### src/rtl/feeder_jam_clear_sequencer_defines.svh
// assertion helpers for the feeder jam clear sequencer
// each macro expects clk and rst_n in scope
`ifndef FEEDER_JAM_CLEAR_SEQUENCER_DEFINES_SVH
`define FEEDER_JAM_CLEAR_SEQUENCER_DEFINES_SVH

`ifndef SYNTHESIS

// same-cycle implication
`define FJCS_ASSERT_IMPL(label, ante, cons) \
  label: assert property (@(posedge clk) disable iff (!rst_n) (ante) |-> (cons)) \
    else $error("assertion failed: label");

// next-cycle implication
`define FJCS_ASSERT_NEXT(label, ante, cons) \
  label: assert property (@(posedge clk) disable iff (!rst_n) (ante) |=> (cons)) \
    else $error("assertion failed: label");

`else

`define FJCS_ASSERT_IMPL(label, ante, cons)
`define FJCS_ASSERT_NEXT(label, ante, cons)

`endif

`endif

### src/rtl/fjcs_pkg.sv
`default_nettype none

package fjcs_pkg;

  localparam int unsigned CFG_IDX_W  = 3;
  localparam int unsigned CFG_DATA_W = 32;

  // register indexes on the configuration port
  localparam logic [CFG_IDX_W-1:0] CFG_FEED_TICK_LIMIT = 3'd0;
  localparam logic [CFG_IDX_W-1:0] CFG_FEED_SPEED      = 3'd1;
  localparam logic [CFG_IDX_W-1:0] CFG_JAM_LIMIT       = 3'd2;
  localparam logic [CFG_IDX_W-1:0] CFG_REVERSE_OFFSET  = 3'd3;
  localparam logic [CFG_IDX_W-1:0] CFG_REVERSE_SPEED   = 3'd4;

  // register reset values
  localparam logic        [15:0] RST_FEED_TICK_LIMIT = 16'd500;
  localparam logic signed [15:0] RST_FEED_SPEED      = 16'sd2000;
  localparam logic        [7:0]  RST_JAM_LIMIT       = 8'd5;
  localparam logic signed [31:0] RST_REVERSE_OFFSET  = -32'sd8192;
  localparam logic signed [15:0] RST_REVERSE_SPEED   = -16'sd2000;

  typedef enum logic [1:0] {
    PH_SLEEP  = 2'd0,
    PH_RELOAD = 2'd1,
    PH_REVERT = 2'd2
  } phase_t;

  typedef struct packed {
    logic        [15:0] feed_tick_limit;
    logic signed [15:0] feed_speed;
    logic        [7:0]  jam_limit;
    logic signed [31:0] reverse_offset;
    logic signed [15:0] reverse_speed;
  } cfg_t;

  typedef struct packed {
    phase_t             mode;
    logic        [15:0] feed_ticks;
    logic        [7:0]  jam_count;
    logic signed [31:0] reverse_target;
    logic signed [15:0] held_speed;
  } state_t;

  typedef struct packed {
    logic signed [15:0] speed_command;
    logic               done_res;
    logic        [1:0]  phase;
  } result_t;

endpackage

`default_nettype wire

### src/rtl/fjcs_if.sv
`default_nettype none

// tick channel: motor position and stall flag
interface fjcs_in_if;
  logic               valid;
  logic               ready;
  logic signed [31:0] motor_position;
  logic               stalled;

  modport source (output valid, motor_position, stalled, input ready);
  modport sink   (input valid, motor_position, stalled, output ready);
endinterface

// result channel: speed command, done pulse and phase
interface fjcs_out_if;
  logic               valid;
  logic               ready;
  logic signed [15:0] speed_command;
  logic               done_res;
  logic        [1:0]  phase;

  modport source (output valid, speed_command, done_res, phase, input ready);
  modport sink   (input valid, speed_command, done_res, phase, output ready);
endinterface

`default_nettype wire

### src/rtl/feeder_jam_clear_sequencer.sv
// feeder jam clear sequencer
//
// in_ch carries one control tick per beat: motor position and stall flag.
// out_ch returns one beat per tick: held speed command, a done pulse on the
// tick the reload sequence finishes, and the phase after that tick.
// cfg_we / cfg_index / cfg_data write one of the five tuning registers;
// write them only while no tick is in flight.
//
// path: an accepted tick is held in the input register, then moves into the
// result register, which drives out_ch
// throughput: one tick per cycle while out_ch.ready is high; the phase,
// counters and target are updated by a single combinational step between the
// input register and the result register, so nothing iterates
// stall: while out_ch.ready is low the result holds and one more tick can sit
// in the input register; in_ch.ready drops only when both stages are full
// reset (rst_n low, synchronous): phase sleep, counters, target and held
// speed zero, registers at their defaults, both stages empty
`default_nettype none

`include "feeder_jam_clear_sequencer_defines.svh"

module feeder_jam_clear_sequencer (
  input  logic                                 clk,
  input  logic                                 rst_n,
  fjcs_in_if.sink                              in_ch,
  fjcs_out_if.source                           out_ch,
  input  logic                                 cfg_we,
  input  logic [fjcs_pkg::CFG_IDX_W-1:0]       cfg_index,
  input  logic [fjcs_pkg::CFG_DATA_W-1:0]      cfg_data
);
  import fjcs_pkg::*;

  // tuning registers
  cfg_t     cfg_r, cfg_nxt;

  // sequencer state, updated when a tick moves into the result register
  state_t   state_r;
  state_t   state_nxt;
  result_t  res_step;

  // input stage
  logic               in_valid_r, in_valid_nxt;
  logic signed [31:0] in_pos_r;
  logic               in_stalled_r;

  // result stage
  logic     out_valid_r, out_valid_nxt;
  result_t  out_res_r;

  logic     in_fire;
  logic     advance;

  // a waiting tick moves on: the result register is free or being drained this cycle
  assign advance     = in_valid_r && (!out_valid_r || out_ch.ready);
  assign in_ch.ready = !in_valid_r || advance;
  assign in_fire     = in_ch.valid && in_ch.ready;

  fjcs_step u_step (
    .state          (state_r),
    .cfg            (cfg_r),
    .motor_position (in_pos_r),
    .stalled        (in_stalled_r),
    .state_nxt      (state_nxt),
    .res            (res_step)
  );

  // register writes, upper bits of cfg_data dropped for narrow registers
  always_comb begin
    cfg_nxt = cfg_r;
    if (cfg_we) begin
      case (cfg_index)
        CFG_FEED_TICK_LIMIT: cfg_nxt.feed_tick_limit = cfg_data[15:0];
        CFG_FEED_SPEED:      cfg_nxt.feed_speed      = cfg_data[15:0];
        CFG_JAM_LIMIT:       cfg_nxt.jam_limit       = cfg_data[7:0];
        CFG_REVERSE_OFFSET:  cfg_nxt.reverse_offset  = cfg_data[31:0];
        CFG_REVERSE_SPEED:   cfg_nxt.reverse_speed   = cfg_data[15:0];
        default:             cfg_nxt = cfg_r;
      endcase
    end
  end

  always_ff @(posedge clk) begin
    if (!rst_n) begin
      cfg_r.feed_tick_limit <= RST_FEED_TICK_LIMIT;
      cfg_r.feed_speed      <= RST_FEED_SPEED;
      cfg_r.jam_limit       <= RST_JAM_LIMIT;
      cfg_r.reverse_offset  <= RST_REVERSE_OFFSET;
      cfg_r.reverse_speed   <= RST_REVERSE_SPEED;
    end else begin
      cfg_r <= cfg_nxt;
    end
  end

  // stage occupancy
  always_comb begin
    in_valid_nxt = in_valid_r;
    if (in_fire) begin
      in_valid_nxt = 1'b1;
    end else if (advance) begin
      in_valid_nxt = 1'b0;
    end

    out_valid_nxt = out_valid_r;
    if (advance) begin
      out_valid_nxt = 1'b1;
    end else if (out_ch.ready) begin
      out_valid_nxt = 1'b0;
    end
  end

  always_ff @(posedge clk) begin
    if (!rst_n) begin
      in_valid_r  <= 1'b0;
      out_valid_r <= 1'b0;
      state_r     <= '{mode: PH_SLEEP, default: '0};
    end else begin
      in_valid_r  <= in_valid_nxt;
      out_valid_r <= out_valid_nxt;
      if (advance) begin
        state_r <= state_nxt;
      end
    end
  end

  // payload, no reset needed
  always_ff @(posedge clk) begin
    if (in_fire) begin
      in_pos_r     <= in_ch.motor_position;
      in_stalled_r <= in_ch.stalled;
    end
    if (advance) begin
      out_res_r <= res_step;
    end
  end

  assign out_ch.valid         = out_valid_r;
  assign out_ch.speed_command = out_res_r.speed_command;
  assign out_ch.done_res      = out_res_r.done_res;
  assign out_ch.phase         = out_res_r.phase;

  // a finishing beat always reports sleep with the speed cleared
  `FJCS_ASSERT_IMPL(a_done_is_sleep, out_valid_r && out_res_r.done_res,
    (out_res_r.phase == PH_SLEEP) && (out_res_r.speed_command == 16'sd0))
  // a stalled result must not let the state move on
  `FJCS_ASSERT_NEXT(a_state_holds, out_valid_r && !out_ch.ready, $stable(state_r))
  // a waiting tick is kept while the result is blocked
  `FJCS_ASSERT_NEXT(a_tick_kept, in_valid_r && out_valid_r && !out_ch.ready, in_valid_r)
  // sleep is only reached through reset or a finish, both of which clear both counters
  `FJCS_ASSERT_IMPL(a_sleep_cleared, state_r.mode == PH_SLEEP,
    (state_r.feed_ticks == 16'd0) && (state_r.jam_count == 8'd0))
  // revert is only entered after counting a jam
  `FJCS_ASSERT_IMPL(a_revert_has_jam, state_r.mode == PH_REVERT, state_r.jam_count != 8'd0)

endmodule

`default_nettype wire

### src/rtl/fjcs_step.sv
`default_nettype none

module fjcs_step (
  input  fjcs_pkg::state_t    state,
  input  fjcs_pkg::cfg_t      cfg,
  input  logic signed [31:0]  motor_position,
  input  logic                stalled,
  output fjcs_pkg::state_t    state_nxt,
  output fjcs_pkg::result_t   res
);
  import fjcs_pkg::*;

  logic [7:0] jam_inc;
  logic       feed_done;
  logic       jam_done;
  logic       finish;
  logic       back_out;
  phase_t     mode_nxt;

  assign jam_inc   = state.jam_count + 8'd1;
  assign feed_done = !stalled && (state.feed_ticks >= cfg.feed_tick_limit);
  assign jam_done  = stalled && !(jam_inc < cfg.jam_limit);
  assign finish    = (state.mode == PH_RELOAD) && (feed_done || jam_done);
  // revert ends on a stall or once the position reaches the target
  assign back_out  = stalled || ($signed(motor_position) <= $signed(state.reverse_target));

  // next phase
  always_comb begin
    mode_nxt = state.mode;
    case (state.mode)
      PH_SLEEP: begin
        mode_nxt = PH_RELOAD;
      end
      PH_RELOAD: begin
        if (finish) begin
          mode_nxt = PH_SLEEP;
        end else if (stalled) begin
          mode_nxt = PH_REVERT;
        end
      end
      PH_REVERT: begin
        if (back_out) begin
          mode_nxt = PH_RELOAD;
        end
      end
      default: begin
        mode_nxt = state.mode;
      end
    endcase
  end

  // counters, target and held speed
  always_comb begin
    state_nxt      = state;
    state_nxt.mode = mode_nxt;
    case (state.mode)
      PH_RELOAD: begin
        if (finish) begin
          state_nxt.feed_ticks = '0;
          state_nxt.jam_count  = '0;
          state_nxt.held_speed = '0;
        end else if (!stalled) begin
          state_nxt.held_speed = cfg.feed_speed;
          state_nxt.feed_ticks = state.feed_ticks + 16'd1;
        end else begin
          state_nxt.jam_count      = jam_inc;
          state_nxt.reverse_target = motor_position + cfg.reverse_offset;
        end
      end
      PH_REVERT: begin
        if (!back_out) begin
          state_nxt.held_speed = cfg.reverse_speed;
        end
      end
      default: begin
        state_nxt.held_speed = state.held_speed;
      end
    endcase
  end

  assign res.speed_command = state_nxt.held_speed;
  assign res.done_res      = finish;
  assign res.phase         = state_nxt.mode;

endmodule

`default_nettype wire
### src/flat_wrapper.sv
// flat-port wrapper written by rule: the top's interface ports become plain ports
module feeder_jam_clear_sequencer_flat import fjcs_pkg::*;
  (clk, rst_n, cfg_we, cfg_index, cfg_data, in_ch_valid, in_ch_motor_position, in_ch_stalled, in_ch_ready, out_ch_valid, out_ch_speed_command, out_ch_done_res, out_ch_phase, out_ch_ready);
  fjcs_in_if in_ch_i ();
  fjcs_out_if out_ch_i ();
  input  logic clk;
  input  logic rst_n;
  input  logic cfg_we;
  input  logic [fjcs_pkg::CFG_IDX_W-1:0] cfg_index;
  input  logic [fjcs_pkg::CFG_DATA_W-1:0] cfg_data;
  input wire logic [$bits(in_ch_i.valid)-1:0] in_ch_valid;
  input wire logic [$bits(in_ch_i.motor_position)-1:0] in_ch_motor_position;
  input wire logic [$bits(in_ch_i.stalled)-1:0] in_ch_stalled;
  output wire logic [$bits(in_ch_i.ready)-1:0] in_ch_ready;
  output wire logic [$bits(out_ch_i.valid)-1:0] out_ch_valid;
  output wire logic [$bits(out_ch_i.speed_command)-1:0] out_ch_speed_command;
  output wire logic [$bits(out_ch_i.done_res)-1:0] out_ch_done_res;
  output wire logic [$bits(out_ch_i.phase)-1:0] out_ch_phase;
  input wire logic [$bits(out_ch_i.ready)-1:0] out_ch_ready;
  assign in_ch_i.valid = in_ch_valid;
  assign in_ch_i.motor_position = in_ch_motor_position;
  assign in_ch_i.stalled = in_ch_stalled;
  assign in_ch_ready = in_ch_i.ready;
  assign out_ch_valid = out_ch_i.valid;
  assign out_ch_speed_command = out_ch_i.speed_command;
  assign out_ch_done_res = out_ch_i.done_res;
  assign out_ch_phase = out_ch_i.phase;
  assign out_ch_i.ready = out_ch_ready;
  feeder_jam_clear_sequencer u_core (.clk(clk), .rst_n(rst_n), .in_ch(in_ch_i), .out_ch(out_ch_i), .cfg_we(cfg_we), .cfg_index(cfg_index), .cfg_data(cfg_data));
endmodule
### config.mk
export PLATFORM = sky130hd
export DESIGN_NAME = feeder_jam_clear_sequencer_flat
export DESIGN_NICKNAME = d
export VERILOG_FILES = /design/src/rtl/fjcs_pkg.sv /design/src/rtl/fjcs_if.sv /design/src/rtl/feeder_jam_clear_sequencer.sv /design/src/rtl/fjcs_step.sv /design/src/flat_wrapper.sv
export VERILOG_INCLUDE_DIRS = /design/src /design/src/rtl
export SDC_FILE = /design/constraint.sdc
export NUM_CORES = 1
export LEC_CHECK = 0
export BUFFER_PORTS_ARGS = -buffer_cell sky130_fd_sc_hd__buf_2
export CAP_MARGIN = 40
export CORE_ASPECT_RATIO = 0.5
export CORE_UTILIZATION = 66
export CTS_CLUSTER_SIZE = 25
export DETAILED_ROUTE_END_ITERATION = 12
export MAX_ROUTING_LAYER = met4
export PLACE_DENSITY = 0.9
export SLEW_MARGIN = 20
export SYNTH_ARGS = -nofsm -noshare
export SYNTH_HDL_FRONTEND = slang
export SYNTH_HIERARCHICAL = 1
export SYNTH_SLANG_ARGS = --single-unit
### constraint.sdc
create_clock -name clk -period 5.8 [get_ports clk]
set_input_delay 0.29 -clock clk [delete_from_list [all_inputs] [get_ports clk]]
set_output_delay 0.29 -clock clk [all_outputs]
set_load 0.01 [all_outputs]
# Word level (Yosys, flattened, before mapping)
# Index checks and enable logic that the tools add are counted.
totals:
  n_memories: 0
  ram_bits: 0
  input_bits: 73
  regBits: 216
  wordCells: 72
  output_inout_bits: 21
  latch_bits: 0
  mem_bits_ro: 0
op_classes:
  muxes: 15
  n_lt_le_gt_ge: 3
  add_sub_neg: 3
  n_div: 0
  multipliers: 0
  eq_ne: 7
  n_reduce_logical: 26
  bitwise_logic: 1
  shift: 0
op_table:
  columns: ["cell", "n"]
  rows:
  - ["2-to-1 mux 16 bit", 4]
  - ["2-to-1 mux 40 bit", 1]
  - ["adder 32 bit", 1]
  - ["less-or-equal comparator 32 bit", 1]
  - ["one-hot mux 16 bit (2 select lines)", 1]
  - ["2-to-1 mux 24 bit", 1]
  - ["adder 16 x 1 -> 16 bit, second input constant", 1]
  - ["greater-or-equal comparator 16 bit", 1]
  - ["AND reduction 2 bit", 5]
  - ["adder 8 x 1 -> 8 bit, second input constant", 1]
  - ["less-than comparator 8 bit", 1]
  - ["== test 3 x 2 -> 1 bit, second input constant", 2]
  - ["2-to-1 mux 2 bit", 3]
  - ["one-hot mux 2 bit (3 select lines)", 1]
  - ["AND reduction 3 bit", 2]
  - ["nonzero test 2 bit", 3]
  - ["logical AND 1 bit", 5]
  - ["zero test 1 bit", 4]
  - ["logical OR 1 bit", 4]
  - ["2-to-1 mux 1 bit", 4]
  - ["AND reduction 4 bit", 1]
  - ["== test 3 x 1 -> 1 bit, second input constant", 1]
  - ["== test 3 bit, second input constant", 1]
  - ["zero test 3 bit", 1]
  - ["other kinds (5)", 5]

# Logic depth before layout (Yosys ltp)
logic_depth:
  word_depth: 8
  depth_mapped: 16
  ltp_nobuf: 13

# Modules after synthesis
# Netlist, hierarchy kept.
by_module_without_submodules:
  columns: ["mod", "area_each_um2", "seq_area_each_um2", "instances", "cells_each"]
  rows:
  - ["feeder_jam_clear_sequencer", 7662.3, 4844.6, 1, 716]
  - ["fjcs_step", 4663.2, 0.0, 1, 664]

# Worst setup path before layout
# No wires, ideal clock.
synth_timing:
  path_type: "register to register"
  startpoint: "register u_core/state_r[48] (netlist name)"
  endpoint: "register u_core/state_r[5] (netlist name)"
  stages_incl_launch_ff: 17
  synth_period_minus_slack_ns: 2.921
  setup_time_ns: 0.072
  required_time_ns: 5.728
  t_arrival_ns: 2.850
  slack_ns: 2.879
  path_buffers: 3
  cell_sequence: "dfxtp_1 ha_1 ha_1 a21boi_1 o21a_1 o21a_1 o211ai_1 a21oi_1 o32ai_2 inv_2 clkbuf_1 clkbuf_1 nor3_1 a221o_1 buf_4 nand2_1 mux2i_1"
synth_rtl:
  columns: ["element", "line_no", "text"]
  rows:
  - ["start, declared", "feeder_jam_clear_sequencer.sv:37", "state_t state_r;"]
  - ["start signal, assigned", "feeder_jam_clear_sequencer.sv:120", "state_r <= state_nxt;"]

==> results.toml <==
[floorplan]
die_height_um = 98.6
die_w_um = 195
effective_utilization_at_floorplan = 0.691
design.die.area_mm2 = 0.0193
io-pin-count = 94
row_count = 34
core_region_area_mm2 = 0.0178

[routing]
antenna_violating_nets_post_route = 0
detailroute.via_count = 10542
viasPerCell = 6.18
detail_route.wirelength.met1_mm = 12.8
drt_wl_total_mm = 31.3
drt_first_iter_violations = 1112
drt_drc_violations_left = 0
drt_first_pass_iters = 6
wl_per_cell_um = 18.4
detailroute.wirelength.met2_mm = 15.0
detailroute.wirelength.met3_mm = 2.30
highest_layer = "met4"

[timing]
finalWorstSetupSlack_ns = 1.64
final_sum_of_negative_setup_slack_ns = 0
period_share = 0.717
timing.clock.skew_ns = 0.0247
hold_viol_final = 0
fmaxAchievable_mhz = 240
final-setup-viol-count = 0
slew_violations = 0
grt_setup_unrepaired = "false"
finalHoldWorstSlack_ns = 0.00653
layout_min_cycle_time_ns = 4.16
timing.max_slew.rel_slack = 0.475
tightest_slew_ns = 0.787

[hold_path]
hold_path_depth = 3
worstHoldStart = "cfg_data[22]"
worst_hold_path_type = "in -> reg"
hold_path_end = "u_core/cfg_r[38]"

[power]
share_of_power_burned_in_the_clock_network = 0.402
power.density_cell_area_mw_per_mm2 = 247
pwr-share-comb = 0.127
internal_power_uw = 2530
power.switching_fraction = 0.260
worst_ir_drop_vdd_mv = 0.179
p_seq_frac = 0.471
p_sw_uw = 889
total_leakage_power_uw = 0.00570

[synthesis]
synth_warnings = 6
synth_simple_gate_area_frac = 0.181
synthesized_area_per_cell_um2 = 8.93
asyncSetResetFlopFracSynth = 0
mappedNetlistArea_mm2 = 0.0123
synth_enable_flop_cells = 52
number_of_instances_in_the_synthesized_netlist = 1380
synth-compound-area-share = 0.140
muxShareOfSynthArea = 0.0971
synth_fp_nets = 1546
yosys.area_share.adder = 0.0950
synth.ff_latch_count = 216
largest_family_of_logic_cells_by_synthesized_area = "simple AND/OR/NAND/NOR gates"
synth_seq_area_share = 0.393
synth_xor_area_frac = 0.0313
synthDistinctLibCells = 63
postSynth.topFlopCell = "sky130_fd_sc_hd__dfxtp_1"

[worst_setup_path]
cp_data_required_time_ns = 6.17
worstReg2RegStart = "u_core/state_r[48]"
reg2regPathDepth = 15
crit_arrival_ns = 4.53
end_kind = "flop"
regToRegSetupSlack_ns = 1.64
type_of_the_worst_setup_path = "reg -> reg"
path_max_fanout = 25
startpoint_type_of_the_worst_setup_path = "flop"
worst_r2r_endpoint = "u_core/state_r[37]"

[cts]
cts_max_level = 1
path_clk_slew_ns = 0.07
clockRootBuffer = "sky130_fd_sc_hd__clkbuf_16"
deepest_clock_path_buffer_count = 3
clock_buffer_count_from_cts = 20
clkSinkCount = 216
clock_latency_ns = 0.52
cts.repair.resized = 0
cts_tree = "yes"

[layout]
final_net_count = 1623
final_cell_area_mm2 = 0.0138
post_route_cells_drive_above_1_share = 0.120
layoutNonFillerInstCount = 1705
filler_cell_count = 1116
antenna_fix_cells = 0
area_growth_syn_to_layout_pct = 12.3

[placed_design]
dpl-instance-area_mm2 = 0.0127
post-dp-hpwl_mm = 20.4
portBuffers = 93
numPlacedInstances = 1627
dp_worst_setup_slack_ns = 1.80
gpl.final_weighted_congestion = 0.906

[global_route]
globalRouteOverflowTotal = 0
first_pass_grt_wire_length_mm = 50.1
grt_antenna_before_repair = 0
grt_max_degree = 117
gr-usage-all-layers = 0.331
via_count_of_the_first_global_routing_pass = 10443

[job]
drv.max_cap_violation_count = 0

[outcome]
run_status = "finished, final reports clean"
synth_stat cells, types with 3 or more instances:
| cell type | count | share of area |
|---|---|---|
| sky130_fd_sc_hd__nand2b_1 | 5 | 0.0025 |
| sky130_fd_sc_hd__buf_2 | 15 | 0.0061 |
| sky130_fd_sc_hd__o31ai_1 | 9 | 0.0055 |
| sky130_fd_sc_hd__nor2b_1 | 11 | 0.0056 |
| sky130_fd_sc_hd__inv_1 | 69 | 0.021 |
| sky130_fd_sc_hd__nand3_2 | 10 | 0.0081 |
| sky130_fd_sc_hd__nand3_1 | 76 | 0.031 |
| sky130_fd_sc_hd__nand4bb_1 | 3 | 0.0027 |
| sky130_fd_sc_hd__o21ai_1 | 9 | 0.0037 |
| sky130_fd_sc_hd__nor3_1 | 24 | 0.0097 |
| sky130_fd_sc_hd__mux2_2 | 5 | 0.0046 |
| sky130_fd_sc_hd__mux2i_1 | 114 | 0.093 |
| sky130_fd_sc_hd__o21bai_1 | 5 | 0.0030 |
| sky130_fd_sc_hd__nor2_1 | 47 | 0.014 |
| sky130_fd_sc_hd__dfxtp_1 | 164 | 0.27 |
| sky130_fd_sc_hd__buf_4 | 27 | 0.016 |
| sky130_fd_sc_hd__nand4_1 | 10 | 0.0051 |
| sky130_fd_sc_hd__and3_1 | 28 | 0.014 |
| sky130_fd_sc_hd__ha_1 | 92 | 0.093 |
| sky130_fd_sc_hd__and2_1 | 3 | 0.0015 |
| sky130_fd_sc_hd__o21ai_2 | 10 | 0.0071 |
| sky130_fd_sc_hd__xor2_1 | 21 | 0.015 |
| sky130_fd_sc_hd__clkbuf_1 | 44 | 0.013 |
| sky130_fd_sc_hd__xnor2_1 | 23 | 0.016 |
| sky130_fd_sc_hd__a21o_1 | 31 | 0.019 |
| sky130_fd_sc_hd__edfxtp_1 | 52 | 0.13 |
| sky130_fd_sc_hd__buf_6 | 5 | 0.0046 |
| sky130_fd_sc_hd__o211ai_1 | 4 | 0.0024 |
| sky130_fd_sc_hd__or2_2 | 3 | 0.0015 |
| sky130_fd_sc_hd__nand2_1 | 258 | 0.079 |
| sky130_fd_sc_hd__o21a_1 | 23 | 0.014 |
| sky130_fd_sc_hd__a211oi_1 | 3 | 0.0018 |
| sky130_fd_sc_hd__a22o_1 | 7 | 0.0050 |
| sky130_fd_sc_hd__o21ai_0 | 68 | 0.028 |
| sky130_fd_sc_hd__a221o_1 | 17 | 0.014 |
| sky130_fd_sc_hd__a21oi_1 | 50 | 0.020 |
layer usage:
metal  vias to the layer above  GRT usage
li1                       4977          -
met1                      4955      0.392
met2                       490      0.563
met3                       120     0.0510
met4                         0      0.147
met5                         -          -
how the worst max path moves through the flow:
stage | from | endpoint | slack, ns | depth (start not counted)
6_report | u_core/state_r[48] | u_core/state_r[37] | 1.64 | 15
5_1_grt | u_core/state_r[48] | u_core/state_r[23] | 1.43 | 15
4_1_cts | u_core/state_r[48] | u_core/state_r[37] | 1.68 | 15
3_5_place_dp | u_core/state_r[48] | u_core/state_r[37] | 1.80 | 15
3_3_place_gp | u_core/state_r[48] | u_core/state_r[23] | 1.88 | 14
2_1_floorplan | u_core/state_r[48] | u_core/state_r[5] | 2.88 | 16
cells in the final DEF, fill, tap and decap left out, drive strengths merged, types with 3 or more instances in the layout:
cell	synthesis	final
nand3	86	86
a221o	17	17
o21ai	87	87
clkbuf	44	25
dfxtp	164	164
mux2i	114	114
o211ai	4	4
o31ai	10	10
nand2	258	258
nand4bb	3	3
o21a	23	23
a31oi	3	3
ha	92	92
o21bai	5	5
and2	3	3
a22o	7	7
nand4	10	10
mux2	5	5
xor2	21	21
nor2b	11	11
a21boi	3	3
or2	3	3
nand2b	5	5
edfxtp	52	52
a21o	31	31
a211oi	4	4
xnor2	23	23
nor3	24	24
clkinv	0	6
a21oi	50	50
inv	70	71
nor2	47	47
and3	28	28
buf	49	108
dlygate4sd3	0	40
power groups by stage:
stage / Sequential, uW / Clock (uW) / Combinational [uW]
2_1_floorplan: 1630 / 0 / 282
3_3_place_gp: 1640 / 0 / 369
3_5_place_dp: 1640 / 0 / 391
4_1_cts: 1610 / 1380 / 416
5_1_grt: 1610 / 1440 / 466
6_report: 1610 / 1370 / 434
area by class of cell:
| cell class | instances | area, um^2 | share of cell area |
|---|---|---|---|
| Clock buffer | 25 | 551 | 0.0398 |
| Tap cell | 234 | 293 | 0.0212 |
| Clock inverter | 11 | 124 | 0.00895 |
| Multi-Input combinational cell | 1001 | 6730 | 0.486 |
| Sequential cell | 216 | 4840 | 0.350 |
| Inverter | 70 | 263 | 0.0190 |
| Timing Repair Buffer | 148 | 1040 | 0.0750 |
logic make-up after synthesis:
group                    Yosys count
AO/OA/AOI/OAI                    258
XOR/XNOR                          44
adder cells (fa/ha/maj)           93
buffers and inverters            163
flip-flops                       216
multiplexers                     119
AND/OR/NAND/NOR                  487
flip-flops by register name, indices dropped and copies added (netlist names):
| signal | flops |
|---|---|
| u_core/cfg_r | 88 |
| u_core/state_r | 74 |
| u_core/in_pos_r | 32 |
| u_core/out_ch.speed_command | 16 |
| u_core/out_ch.phase | 2 |
| u_core/in_stalled_r | 1 |
| u_core/in_valid_r | 1 |
| u_core/out_ch.done_res | 1 |
| u_core/out_ch.valid | 1 |
stage by stage:
step / power, uW / util
2_1_floorplan: 1920 / -
3_3_place_gp: 2010 / 0.711
3_5_place_dp: 2030 / 0.714
4_1_cts: 3400 / 0.774
5_1_grt: 3520 / 0.776
6_report: 3420 / 0.776
worst max-delay path, stage by stage, from the launching register on:
cell and delay [ns]:
sky130_fd_sc_hd__dfxtp_1 0.42, sky130_fd_sc_hd__ha_1 0.29, sky130_fd_sc_hd__ha_1 0.28, sky130_fd_sc_hd__a21boi_1 0.12, sky130_fd_sc_hd__o21a_1 0.17, sky130_fd_sc_hd__o21a_1 0.16, sky130_fd_sc_hd__o211ai_1 0.17, sky130_fd_sc_hd__a21oi_1 0.11
sky130_fd_sc_hd__o32ai_2 0.38, sky130_fd_sc_hd__inv_2 0.33, sky130_fd_sc_hd__buf_16 0.26, sky130_fd_sc_hd__nor2_2 0.34, sky130_fd_sc_hd__buf_4 0.45, sky130_fd_sc_hd__mux2_2 0.39, sky130_fd_sc_hd__nand2_1 0.06, sky130_fd_sc_hd__mux2i_1 0.07
repair_timing:
action	CTS	global route
hold buffers	40	0
hold endpoints to repair	40	0
buffers inserted	0	0
setup endpoints to repair	0	0
(Power assumes the default switching activity.)
